**src/rtl/lmcs_pkg.sv**
```systemverilog
`default_nettype none

package lmcs_pkg;

  localparam int COLUMNS    = 22;
  localparam int SLOT_TICKS = 6;

  localparam int COL_W    = $clog2(COLUMNS);
  localparam int SLOT_W   = $clog2(SLOT_TICKS);
  localparam int DRIVE_W  = 22;
  localparam int ROW_W    = 7;
  localparam int IDX_W    = 5;
  localparam int BYTE_W   = 8;
  localparam int BRIGHT_W = 3;

  localparam logic [BRIGHT_W-1:0] BRIGHT_RESET = 3'd2;

  localparam logic CMD_TICK  = 1'b0;
  localparam logic CMD_WRITE = 1'b1;

  typedef enum logic [2:0] {
    ACT_HOLD  = 3'b001,
    ACT_BLANK = 3'b010,
    ACT_LOAD  = 3'b100
  } drive_act_t;

  typedef struct packed {
    drive_act_t       act;
    logic             flip;
    logic [COL_W-1:0] scan;
    logic             started;
  } drive_cmd_t;

  function automatic logic [ROW_W-1:0] reverse_rows(input logic [ROW_W-1:0] v);
    logic [ROW_W-1:0] r;
    for (int i = 0; i < ROW_W; i++) begin
      r[ROW_W-1-i] = v[i];
    end
    return r;
  endfunction

endpackage

`default_nettype wire

```
**src/rtl/lmcs_column_ram.sv**
```systemverilog
`default_nettype none

module lmcs_column_ram import lmcs_pkg::*; (
  input  wire logic              clk,
  input  wire logic              rst_n,
  input  wire logic              wr_en,
  input  wire logic [COL_W-1:0]  wr_addr,
  input  wire logic [BYTE_W-1:0] wr_data,
  input  wire logic              rd_en,
  input  wire logic [COL_W-1:0]  rd_addr,
  output logic      [BYTE_W-1:0] rd_data
);

  logic [BYTE_W-1:0] mem [COLUMNS];
  logic [COLUMNS-1:0] valid_r;
  logic [BYTE_W-1:0] rd_data_r;
  logic              rd_valid_r;

  always_ff @(posedge clk) begin
    if (wr_en) begin
      mem[wr_addr] <= wr_data;
    end
    if (rd_en) begin
      rd_data_r <= mem[rd_addr];
    end
  end

  always_ff @(posedge clk) begin
    if (!rst_n) begin
      valid_r    <= '0;
      rd_valid_r <= 1'b0;
    end else begin
      if (wr_en) begin
        valid_r[wr_addr] <= 1'b1;
      end
      if (rd_en) begin
        rd_valid_r <= valid_r[rd_addr];
      end
    end
  end

  assign rd_data = rd_valid_r ? rd_data_r : '0;

endmodule

`default_nettype wire

```
**config.mk**
```make
export PLATFORM = sky130hd
export DESIGN_NAME = lmcs_column_ram
export DESIGN_NICKNAME = d
export VERILOG_FILES = /design/src/rtl/lmcs_pkg.sv /design/src/rtl/lmcs_column_ram.sv
export SDC_FILE = /design/constraint.sdc
export NUM_CORES = 1
export LEC_CHECK = 0
export BUFFER_PORTS_ARGS = -buffer_cell sky130_fd_sc_hd__buf_2
export CORE_MARGIN = 5
export CORE_UTILIZATION = 35
export CTS_BUF_LIST = sky130_fd_sc_hd__clkbuf_4 sky130_fd_sc_hd__clkbuf_8
export CTS_CLUSTER_SIZE = 20
export DETAILED_ROUTE_END_ITERATION = 12
export PLACE_DENSITY = 0.48
export SLEW_MARGIN = 30
export SYNTH_ARGS = -nofsm -noshare
export SYNTH_HDL_FRONTEND = slang
export SYNTH_SLANG_ARGS = --single-unit
```
**constraint.sdc**
```tcl
create_clock -name clk -period 5 [get_ports clk]
set_input_delay 1 -clock clk [delete_from_list [all_inputs] [get_ports clk]]
set_output_delay 1 -clock clk [all_outputs]
set_load 0.01 [all_outputs]
```
# [After elaboration in Yosys (flattened, before gate mapping)]
# Memory sizes are Yosys's and may differ from the RTL's. A register that Yosys moved wholly into a read port is not among the register bits.
# Index checks and enable logic that the tools add are counted.
[word_totals] output_inout_bits=8 regBits=23 memories=1 ram_bits=176 input_bits=22 mem_bits_ro=0 latchBits=0 wordCells=15
[op_classes] div=0 n_mul=0 n_mux=7 shift=0 addsub=0 n_reduce_logical=1 order_cmp=3 bitwise_logic=1 n_eq_ne=0
[memory_table] name="mem" depth=22 word_bits=8 rd=1 rd_clocked_by_memory_dff=1 wr=1 line="lmcs_column_ram.sv:14" text="logic [BYTE_W-1:0] mem [COLUMNS];"
[op_table] cell="22-bit bitwise OR" n=1
[op_table] cell="5-bit by 6-bit less-than comparator with 1-bit output, second input constant" n=2
[op_table] cell="8-bit two-way mux" n=1
[op_table] cell="1-bit binary-select mux with 5-bit select" n=1
[op_table] cell="1-bit demux with 5-bit select" n=1
[op_table] cell="5-bit by 1-bit greater-or-equal comparator with 1-bit output, second input constant" n=1
[op_table] cell="1-bit two-way mux" n=4
[op_table] cell="1-bit logical AND" n=1

# [Logic depth before layout (Yosys ltp)]
[depth] ltp_word=5 mapped_depth=7 ltp_nobuf=5

# [Worst setup path after synthesis]
# Ideal clock, no wire load.
[synth_timing] path_type="input -> register" startpoint="input port wr_addr[1]" endpoint="memory mem[0][0] (enable)" slack_ps=2602 path_stages=3 n_path_buf=1 setup_ps=374 required_time_ps=4626 arrival_ps=2024 cell_sequence="or3b_2 > clkbuf_1 > nor2_1"
[synth_lines] element="from (decl)" line="lmcs_column_ram.sv:7" text="input wire logic [COL_W-1:0] wr_addr,"
[synth_lines] element="to (decl)" line="lmcs_column_ram.sv:14"
# No word-level cell before the write port.

==> metrics.md <==
| Metric | Value |
|---|---|
| Cell area after technology mapping | `8010 sq um` |
| Fraction of met2 tracks used by global routing | `23.5%` |
| Antenna Diode Count | `0` |
| Number of enable flip-flop cells after synthesis | `184` |
| H-tree depth | `2` |
| Global Route met1 Usage | `20.2%` |
| Count of maximum capacitance violations | `0` |
| Register area share after synthesis | `74.8%` |
| First-pass iteration count of the detailed router | `4` |
| Initial standard-cell utilization of the core | `35.5%` |
| Iter 0 DRT Violations | `318` |
| Worst Path Required | `5.25 ns` |
| Largest area contributor in the synthesized netlist | `edfxtp_1` |
| Leakage component of the power | `0.00297 uW` |
| Relative area change from synthesis to final layout | `14.0%` |
| Largest net degree at the start of global routing | `40` |
| Share of synthesized registers carrying an async set or reset | `0%` |
| Global-route layer with the greatest usage | `met2` |
| First-pass GRT wire length | `28100 microns` |
| Flop and latch count out of synthesis | `207` |
| Number of pins exceeding their max-slew limit in the final report | `0` |
| Area of the die | `26000 sq um` |
| Area post-placement | `8410 sq um` |
| Fraction of the mapped netlist area in compound gates | `5.28%` |
| Leftover overflow at the end of global routing | `0` |
| Largest fanout on the critical path | `19` |
| Number of remaining DRC errors | `0` |
| Port Buf Inserts | `29` |
| Most used DFF post-synth | `edfxtp_1` |
| Post CTS Setup Buffer Count | `0` |
| Clock tree from TritonCTS | `yes` |
| Worst Path Arrival | `3.25 ns` |
| Post-route fraction of the period consumed by the critical path | `60.0%` |
| Wire length per cell after detailed routing | `24.5 microns` |
| Number of warnings reported in the yosys synthesis log | `0` |
| Routed via count | `4027` |
| Syn Nets | `427` |
| Die outline height | `161 microns` |
| Number of global-route vias before repair | `4295` |
| Post-synthesis simple-gate area fraction | `3.34%` |
| Setup crit end kind | `flop` |
| GR Util All Layers | `14.7%` |
| Total of cells resized after clock tree synthesis | `0` |
| Clock-pin slew of the registers on the worst-case setup and hold paths | `0.06 ns` |
| ANT nets after route | `0` |
| Number of rows in the core area | `55` |
| Initial antenna violation count | `0` |
| Power per unit of standard cell area | `396 nW/um^2` |
| Status | `finished clean` |
| Synth Instances | `405` |
| Top post-synthesis cells by area | `edfxtp_1 (69%), mux4_2 (12%), dfxtp_1 (5.8%)` |
| Post-synthesis adder-cell area fraction | `0%` |
| Total wirelength of the detailed-routed design | `18800 microns` |
| Main combinational cell family by area after synthesis | `multiplexers` |
| Met3 track demand over resource in global routing | `3.62%` |
| Clock tree sinks | `207` |
| Type of the worst setup path | `in2reg` |
| Worst-Margin Slew | `0.961 ns` |
| Setup Viol. Count Final | `0` |
| Worst relative slew slack | `35.7%` |
| Detailed-placement wirelength estimate | `11800 microns` |
| Clock root buffer | `clkbuf_8` |
| Hold Violations, Final | `0` |
| Post-synthesis cell type count | `37` |
| Final worst path period need | `3.00 ns` |
| Final estimated routing congestion in global placement | `0.789` |
| CTS Hold Bufs | `0` |
| IO Count | `30` |
| Layout cells sized above 1 | `30.9%` |
| Mean Syn Cell Area | `19.8 sq um` |
| Post-route cell area | `9130 sq um` |
| Maximum resistive drop on vdd | `0.000174 V` |
| Worst-case clock buffer depth | `3` |
| RSZ-0062 raised after global routing | `no` |
| Post-Synth XOR/XNOR Area | `0%` |
| Final nets | `478` |
| Hold WC Path Type | `reg2reg` |
| Core region area | `22600 sq um` |
| Number of buffers added by the clock tree synthesis step | `35` |
| Worst-Skew Late Latency | `0.51 ns` |
| Die Span X | `161 microns` |
| Clock Skew | `0.0161 ns` |
| Max Freq | `0.333 GHz` |
| Setup Total Neg Slack | `0 ns` |
| Top cell type's share of synthesized area | `69.0%` |
| Crit start category | `input port` |
| Via density per instance | `5.25` |
| Mux cell area share after synthesis | `14.7%` |
==> metrics by stage <==
step	util, %	hold slack, ns	cells	setup slack, ns	power, uW
after floorplan	-	0.434	405	2.60	2060
after global placement	37.2	0.444	704	1.52	2140
after detailed placement	37.2	0.447	704	1.43	2140
after CTS	40.4	0.461	767	1.96	3660
after global routing	40.4	0.487	767	1.81	3760
final	40.4	0.460	767	2.00	3610
==> registers in the layout, indices dropped and copies added, names as in the netlist <==
name,flops
mem,176
rd_data_r,8
rd_valid_r,1
valid_r,22
==> worst max-delay path: stages <==
cell and delay (ns):
buf_2 0.41, clkinv_1 0.74, o21ai_0 0.51, o21ai_0 0.14, a221oi_1 0.43
==> final timing paths <==
| kind | slack (ns) | start | end | cells past startpoint |
|---|---|---|---|---|
| hold / removal | 0.46 | valid_r[14] | valid_r[14] | 1 |
| setup / recovery | 2.00 | rd_addr[2] | rd_data_r[0] | 5 |
| hold reg to reg | 0.46 | valid_r[14] | valid_r[14] | 1 |
| setup reg to reg | 3.27 | mem[6][0] | rd_data_r[0] | 3 |
==> cells in the mapped netlist, drive strengths merged, types with 7 or more instances <==
| cell type | n |
|---|---|
| nor2 | 25 |
| and2 | 8 |
| mux2i | 20 |
| o21a | 22 |
| mux4 | 42 |
| dfxtp | 23 |
| clkbuf | 7 |
| a221oi | 8 |
| edfxtp | 184 |
| o21ai | 17 |
| o22ai | 7 |
| buf | 11 |
==> power breakdown <==
| group | internal [uW] | switching (uW) | leakage, uW | total [uW] |
|---|---|---|---|---|
| registers | 1910 | 7.52 | 0.00185 | 1920 |
| clock network | 860 | 654 | 0.000378 | 1510 |
| logic | 66.5 | 117 | 0.000743 | 183 |
==> layout make-up <==
type                            instances  area (sq um)
Clock buffer                           51           627
Clock inverter                         12          85.1
Fill cell                            2062         13400
Inverter                                2          7.51
Multi-Input combinational cell        178          1900
Sequential cell                       207          5990
Tap cell                              285           357
Timing Repair Buffer                   32           170
==> cell families (layout without fill, tap and decap cells) <==
kind of cell | Yosys count | count (layout)
AO/OA/AOI/OAI | 61 | 61
buffers and inverters | 20 | 97
flip-flops | 207 | 207
multiplexers | 65 | 65
AND/OR/NAND/NOR | 52 | 52
==> cell usage in the layout (no fill, tap or decap), types with 2 or more instances in the layout <==
master / instances
a221oi_1: 7
a31oi_1: 2
and2_1: 8
and3_1: 2
buf_2: 28
buf_4: 4
clkbuf_4: 12
clkbuf_8: 39
clkinv_1: 6
clkinv_2: 4
dfxtp_1: 23
edfxtp_1: 184
mux2_2: 2
mux2i_1: 20
mux4_2: 42
nand2_1: 2
nand2b_1: 2
nand3b_1: 4
nor2_1: 15
nor2_2: 10
nor3_1: 2
o21a_1: 22
o21ai_0: 5
o21ai_1: 12
o22ai_1: 7
o32ai_1: 2
or3b_2: 3
==> routing by layer <==
layer	share of wire (%)	vias to the layer above	wire length [microns]
met1	44	2115	8190
met3	6.3	28	1180
met2	48	107	9050
li1	-	1777	-
met5	0	-	0
met4	1.9	0	357
No activity file was read; power rests on OpenSTA's default activity.
