`src/rtl/lmcs_pkg.sv`:
```
`default_nettype none

package lmcs_pkg;

  localparam int COLUMNS    = 22;
  localparam int SLOT_TICKS = 6;

  localparam int COL_W    = $clog2(COLUMNS);
  localparam int SLOT_W   = $clog2(SLOT_TICKS);
  localparam int DRIVE_W  = 22;
  localparam int ROW_W    = 7;
  localparam int IDX_W    = 5;
  localparam int BYTE_W   = 8;
  localparam int BRIGHT_W = 3;

  localparam logic [BRIGHT_W-1:0] BRIGHT_RESET = 3'd2;

  localparam logic CMD_TICK  = 1'b0;
  localparam logic CMD_WRITE = 1'b1;

  typedef enum logic [2:0] {
    ACT_HOLD  = 3'b001,
    ACT_BLANK = 3'b010,
    ACT_LOAD  = 3'b100
  } drive_act_t;

  typedef struct packed {
    drive_act_t       act;
    logic             flip;
    logic [COL_W-1:0] scan;
    logic             started;
  } drive_cmd_t;

  function automatic logic [ROW_W-1:0] reverse_rows(input logic [ROW_W-1:0] v);
    logic [ROW_W-1:0] r;
    for (int i = 0; i < ROW_W; i++) begin
      r[ROW_W-1-i] = v[i];
    end
    return r;
  endfunction

endpackage

`default_nettype wire

```
`src/rtl/lmcs_drive.sv`:
```
`default_nettype none

module lmcs_drive import lmcs_pkg::*; (
  input  wire logic               clk,
  input  wire logic               rst_n,
  input  wire logic               load,
  input  wire drive_cmd_t         cmd_in,
  input  wire logic               advance,
  input  wire logic [BYTE_W-1:0]  rd_data,
  output logic      [DRIVE_W-1:0] column_drive,
  output logic      [ROW_W-1:0]   row_drive,
  output logic                    frame_started
);

  drive_cmd_t         cmd_r;
  logic [DRIVE_W-1:0] col_r, col_nxt, col_onehot;
  logic [ROW_W-1:0]   row_r, row_nxt;
  logic               started_r;
  logic [COL_W-1:0]   pos;

  assign pos = cmd_r.flip ? cmd_r.scan : COL_W'(COLUMNS - 1) - cmd_r.scan;

  always_comb begin
    for (int n = 0; n < DRIVE_W; n++) begin
      col_onehot[n] = (int'(pos) == n);
    end
  end

  always_comb begin
    col_nxt = col_r;
    row_nxt = row_r;
    case (cmd_r.act)
      ACT_HOLD: begin
      end
      ACT_BLANK: begin
        col_nxt = '0;
        row_nxt = '0;
      end
      ACT_LOAD: begin
        col_nxt = col_onehot;
        row_nxt = cmd_r.flip ? reverse_rows(rd_data[ROW_W-1:0]) : rd_data[ROW_W-1:0];
      end
      default: begin
      end
    endcase
  end

  always_ff @(posedge clk) begin
    if (load) begin
      cmd_r <= cmd_in;
    end
  end

  always_ff @(posedge clk) begin
    if (!rst_n) begin
      col_r     <= '0;
      row_r     <= '0;
      started_r <= 1'b0;
    end else if (advance) begin
      col_r     <= col_nxt;
      row_r     <= row_nxt;
      started_r <= cmd_r.started;
    end
  end

  assign column_drive  = col_r;
  assign row_drive     = row_r;
  assign frame_started = started_r;

endmodule

`default_nettype wire

```
`config.mk`:
```
export PLATFORM = sky130hd
export DESIGN_NAME = lmcs_drive
export DESIGN_NICKNAME = d
export VERILOG_FILES = /design/src/rtl/lmcs_pkg.sv /design/src/rtl/lmcs_drive.sv
export SDC_FILE = /design/constraint.sdc
export NUM_CORES = 1
export LEC_CHECK = 0
export ABC_AREA = 1
export BUFFER_PORTS_ARGS = -buffer_cell sky130_fd_sc_hd__buf_4
export CAP_MARGIN = 0
export CORE_AREA = 2 2 61 63
export DETAILED_ROUTE_END_ITERATION = 12
export DIE_AREA = 0 0 63 65
export PLACE_DENSITY = 0.85
export SETUP_SLACK_MARGIN = 0.2
export SLEW_MARGIN = 5
export SYNTH_ARGS = -nofsm -noshare
export SYNTH_HDL_FRONTEND = slang
export SYNTH_SLANG_ARGS = --single-unit
export TNS_END_PERCENT = 20
```
`constraint.sdc`:
```
create_clock -name clk -period 2 [get_ports clk]
set_input_delay 0.2 -clock clk [delete_from_list [all_inputs] [get_ports clk]]
set_output_delay 0.2 -clock clk [all_outputs]
set_load 0.05 [all_outputs]
```
; Word level (Yosys, flattened, before mapping)
; Index checks and enable logic that the tools add are counted.
[totals]
register_bits = 40
input_bits = 22
elab_cells = 38
[op_classes]
add_sub_neg = 1
n_eq_ne = 23
mux = 4
reduce_logical = 3
[ops]
columns = cell, n
row1 = == test 5 bit (second input constant), 14
row2 = one-hot mux 22 bit (2 select lines), 1
row3 = == test 5 x 4 -> 1 bit (second input constant), 4
row4 = one-hot mux 7 bit (2 select lines), 1
row5 = == test 5 x 3 -> 1 bit (second input constant), 2
row6 = 2-to-1 mux 7 bit, 1
row7 = == test 5 x 2 -> 1 bit (second input constant), 1
row8 = logical NOT 5 bit, 1
row9 = 2-to-1 mux 5 bit, 1
row10 = subtractor 5 bit (first input constant), 1
row11 = == test 3 x 2 -> 1 bit (second input constant), 1
row12 = == test 3 bit (second input constant), 1
row13 = AND reduction 2 bit, 1
row14 = nonzero test 2 bit, 1

; Logic depth before layout (Yosys ltp)
[depth]
word_depth = 4
mapped_depth = 7
mapped_depth_nobuf = 7

; Least setup slack after synthesis
; OpenSTA, ideal clock, no wires.
[synth_path]
kind = register to register
start = register cmd_r[2] in the netlist's numbering
end = register col_r[4], in the netlist column_drive[4]
setup_ns = 0.070
t_arrival_ns = 1.297
t_required_ns = 1.930
setup_slack_ns = 0.632
stages_incl_launch_ff = 7
path_cell_list = edfxtp_1 ha_1 o21ai_2 nand3_2 nor2_1 nand2_1 a21oi_1
[synth_via]
elab_chain_len = 4
[synth_rtl]
columns = element, line_no
row1 = from (decl), lmcs_drive.sv:15  ; drive_cmd_t cmd_r;
row2 = from (signal assigned), lmcs_drive.sv:50  ; cmd_r <= cmd_in;
row3 = subtractor 5 bit, lmcs_drive.sv:21  ; assign pos = cmd_r.flip ? cmd_r.scan : COL_W'(COLUMNS - 1) - cmd_r.scan;
row4 = 2-to-1 mux 5 bit *, lmcs_drive.sv:21
row5 = == test 5 x 4 -> 1 bit *, lmcs_drive.sv:25  ; col_onehot[n] = (int'(pos) == n);
row6 = one-hot mux 22 bit (2 select lines) *, lmcs_drive.sv:32  ; case (cmd_r.act)
row7 = to (signal assigned), lmcs_drive.sv:60  ; col_r <= col_nxt;
row8 = to (decl), lmcs_drive.sv:16  ; logic [DRIVE_W-1:0] col_r, col_nxt, col_onehot;
; Mark *: on every way between the ends. The rest lies on a longest branch, timed or not.
; A chain may end at the register's enable or synchronous reset.

; Worst setup path after layout
[layout_path]
start = register cmd_r[6] in the netlist's numbering
end = register col_r[2], in the netlist column_drive[2]
[layout_via]
elab_chain_len = 3
[layout_rtl]
columns = element, line_no
row1 = 2-to-1 mux 5 bit, lmcs_drive.sv:21
row2 = == test 5 x 3 -> 1 bit, lmcs_drive.sv:25
row3 = one-hot mux 22 bit (2 select lines), lmcs_drive.sv:32
; Every way passes these cells.

==> impl_results.md <==
* Status: complete, no violations
* Sequential area share after synthesis at 54.8%
* R2R Path End: column_drive[2]
* Fmax at 0.627 GHz
* Fillers at 331
* Type of the tightest min-delay check: in -> reg
* Avg WL per Cell at 10.8 µm
* Number of CTS-inserted buffers at 5
* Number of antenna violations at the first check in global routing at 0
* Relative slew margins at 80.9%
* Library cells used by synthesis at 20
* Area occupied by multi-input gates at 651 µm²
* Number of global-route vias before repair at 1385
* Antenna diode count at 0
* All-Layer GR Usage at 17.9%
* Avg Synthesized Cell Area at 8.13 µm²
* Io pins at 52
* Crit. End Element: flip-flop
* Crit Path Class: reg -> reg
* Pwr dens at 705 nW/µm²
* Setup violations, final at 0
* Synth Net Count at 225
* CTS Root Cell: clkbuf_4
* Final TNS setup at 0 ns
* CTS tree: built
* Most common cell after layout, fill and taps aside: nand2_1
* Worst hold path stage count at 1
* CP arrival at 1.88 ns
* Detailed Place HPWL at 2400 µm
* Register area at 901 µm²
* Mapped Area at 1640 µm²
* Remaining antenna violation count at 0
* Max Cap Violations at 0
* First-pass iteration count of the detailed router at 4
* Core Util, Final at 61.0%
* Hold Startpoint: cmd_in[1]
* Min cycle time layout at 1.60 ns
* Row cnt at 22
* Worst EP required at 2.29 ns
* Worst r2r path cells at 8
* Fin. max-slew vios at 0
* Drt first-iter violations at 71
* Crit start category: flip-flop
* Worst-Skew Late Latency at 0.36 ns
* Final nets at 278
* Starting Density at 47.0%
* Vias at 1461
* Die Wd at 63 µm
* Buffers on Ports at 50
* Vias/cell at 4.81
* RSZ-0062 raised after global routing: no
* First-pass GRT wire length at 5710 µm
* Clock transition at path regs at 0.10 ns
* RR Startpoint: cmd_r[6]
* Clock skew at 0.0130 ns
* Routed WL at 3300 µm
* Hold Buf Count CTS at 0
* Hold Path End: cmd_r[1]
* Pleak at 0.000902 µW
* GPL Wtd Cong at 0.893
* Period utilization at 79.8%
* CORE AREA at 3500 µm²
* Die Area at 4100 µm²
* Layout cells sized above 1 at 27.7%
* Synth Register Bits at 40
* Synthesized instance count at 202
* Total Power at 1500 µW
* Synth-to-layout area growth at 29.7%
* PostCTS Resize Cnt at 0
* Most frequent cells in the layout: nand2_1, buf_4, dfxtp_1
* Largest net degree at the start of global routing at 30
* Post-CTS setup buffers at 0
* Dpl ws at 0.429 ns
* Clock sink count at 40
* Maximum vdd drop at 0.450 mV
* # DRC at 0
* H-tree levels at 2
* PnR worst setup slack at 0.405 ns
* Final hold violations at 0
* Reg2reg setup slack at 0.40 ns
* Die Y at 65 µm
* Worst Tran Pin Value at 0.287 ns
* Crit path max fanout at 10
* Yosys warning count at 0
* Final global-route overflow total at 0
* Clk buf depth at 2
==> cells by family after synthesis <==
logic type / count (synthesis) / share of synthesized area [%]
buffers and inverters: 22 / 5.79
adder cells (fa/ha/maj): 1 / 0.761
flip-flops: 40 / 54.8
AND/OR/NAND/NOR: 98 / 24.3
AO/OA/AOI/OAI: 41 / 14.3
==> cells in the mapped netlist (all sizes together) <==
cell type / instances / area, µm²
a21oi: 32 / 171
buf: 4 / 27.5
clkbuf: 4 / 15.0
dfxtp: 30 / 601
edfxtp: 10 / 300
ha: 1 / 12.5
inv: 14 / 52.6
nand2: 64 / 243
nand3: 17 / 90.1
nor2: 17 / 66.3
o211ai: 6 / 45.0
o21ai: 3 / 18.8
==> area by class of cell <==
cell class                      count  area share (%)
Clock buffer                        6            2.41
Clock inverter                      2           0.470
Inverter                           14            2.47
Multi-Input combinational cell    140            30.5
Sequential cell                    40            42.3
Tap cell                           48            2.82
Timing Repair Buffer               54            19.0
==> stage by stage <==
step                      area, µm²  hold slack (ns)  cells
after detailed placement       2070            0.379    296
after floorplan                1640            0.299    202
after global routing           2130          0.00192    304
final                          2130           0.0177    304
after CTS                      2130          0.00410    304
after global placement         2070            0.379    296
==> worst max-delay path: stages, from the launching register on <==
cell,delay (ns)
edfxtp_1,0.45
buf_4,0.20
inv_2,0.15
nand2_1,0.09
nand2_2,0.11
nand3_1,0.14
nor2_1,0.18
nand2_1,0.08
a21oi_1,0.13
==> state kept, by name, indices dropped and copies added, names as in the netlist <==
register       count
cmd_r             10
column_drive      22
row_drive          7
frame_started      1
==> worst max-delay path by stage <==
stage,end,start,cells past startpoint,slack [ns]
5_1_grt,column_drive[18],cmd_r[6],8,0.24
6_report,column_drive[2],cmd_r[6],8,0.40
3_3_place_gp,column_drive[2],cmd_r[6],8,0.45
4_1_cts,column_drive[2],cmd_r[6],8,0.41
3_5_place_dp,column_drive[0],cmd_r[6],8,0.43
2_1_floorplan,column_drive[4],cmd_r[2],6,0.63
==> power by group <==
part / internal [µW] / switching (µW) / total [µW] / leakage (µW)
Combinational: 74.1 / 133 / 207 / 0.000524
Sequential: 854 / 14.8 / 869 / 0.000340
Clock: 167 / 261 / 428 / 0.0000380
Total: 1100 / 408 / 1500 / 0.000902
==> routing by layer <==
metal / track usage, % / part of all wire [%]
met5: 0 / 0
met4: 10.8 / 2.8
met3: 3.30 / 4.8
met2: 32.6 / 49
met1: 19.3 / 44
(Power assumes the default switching activity.)
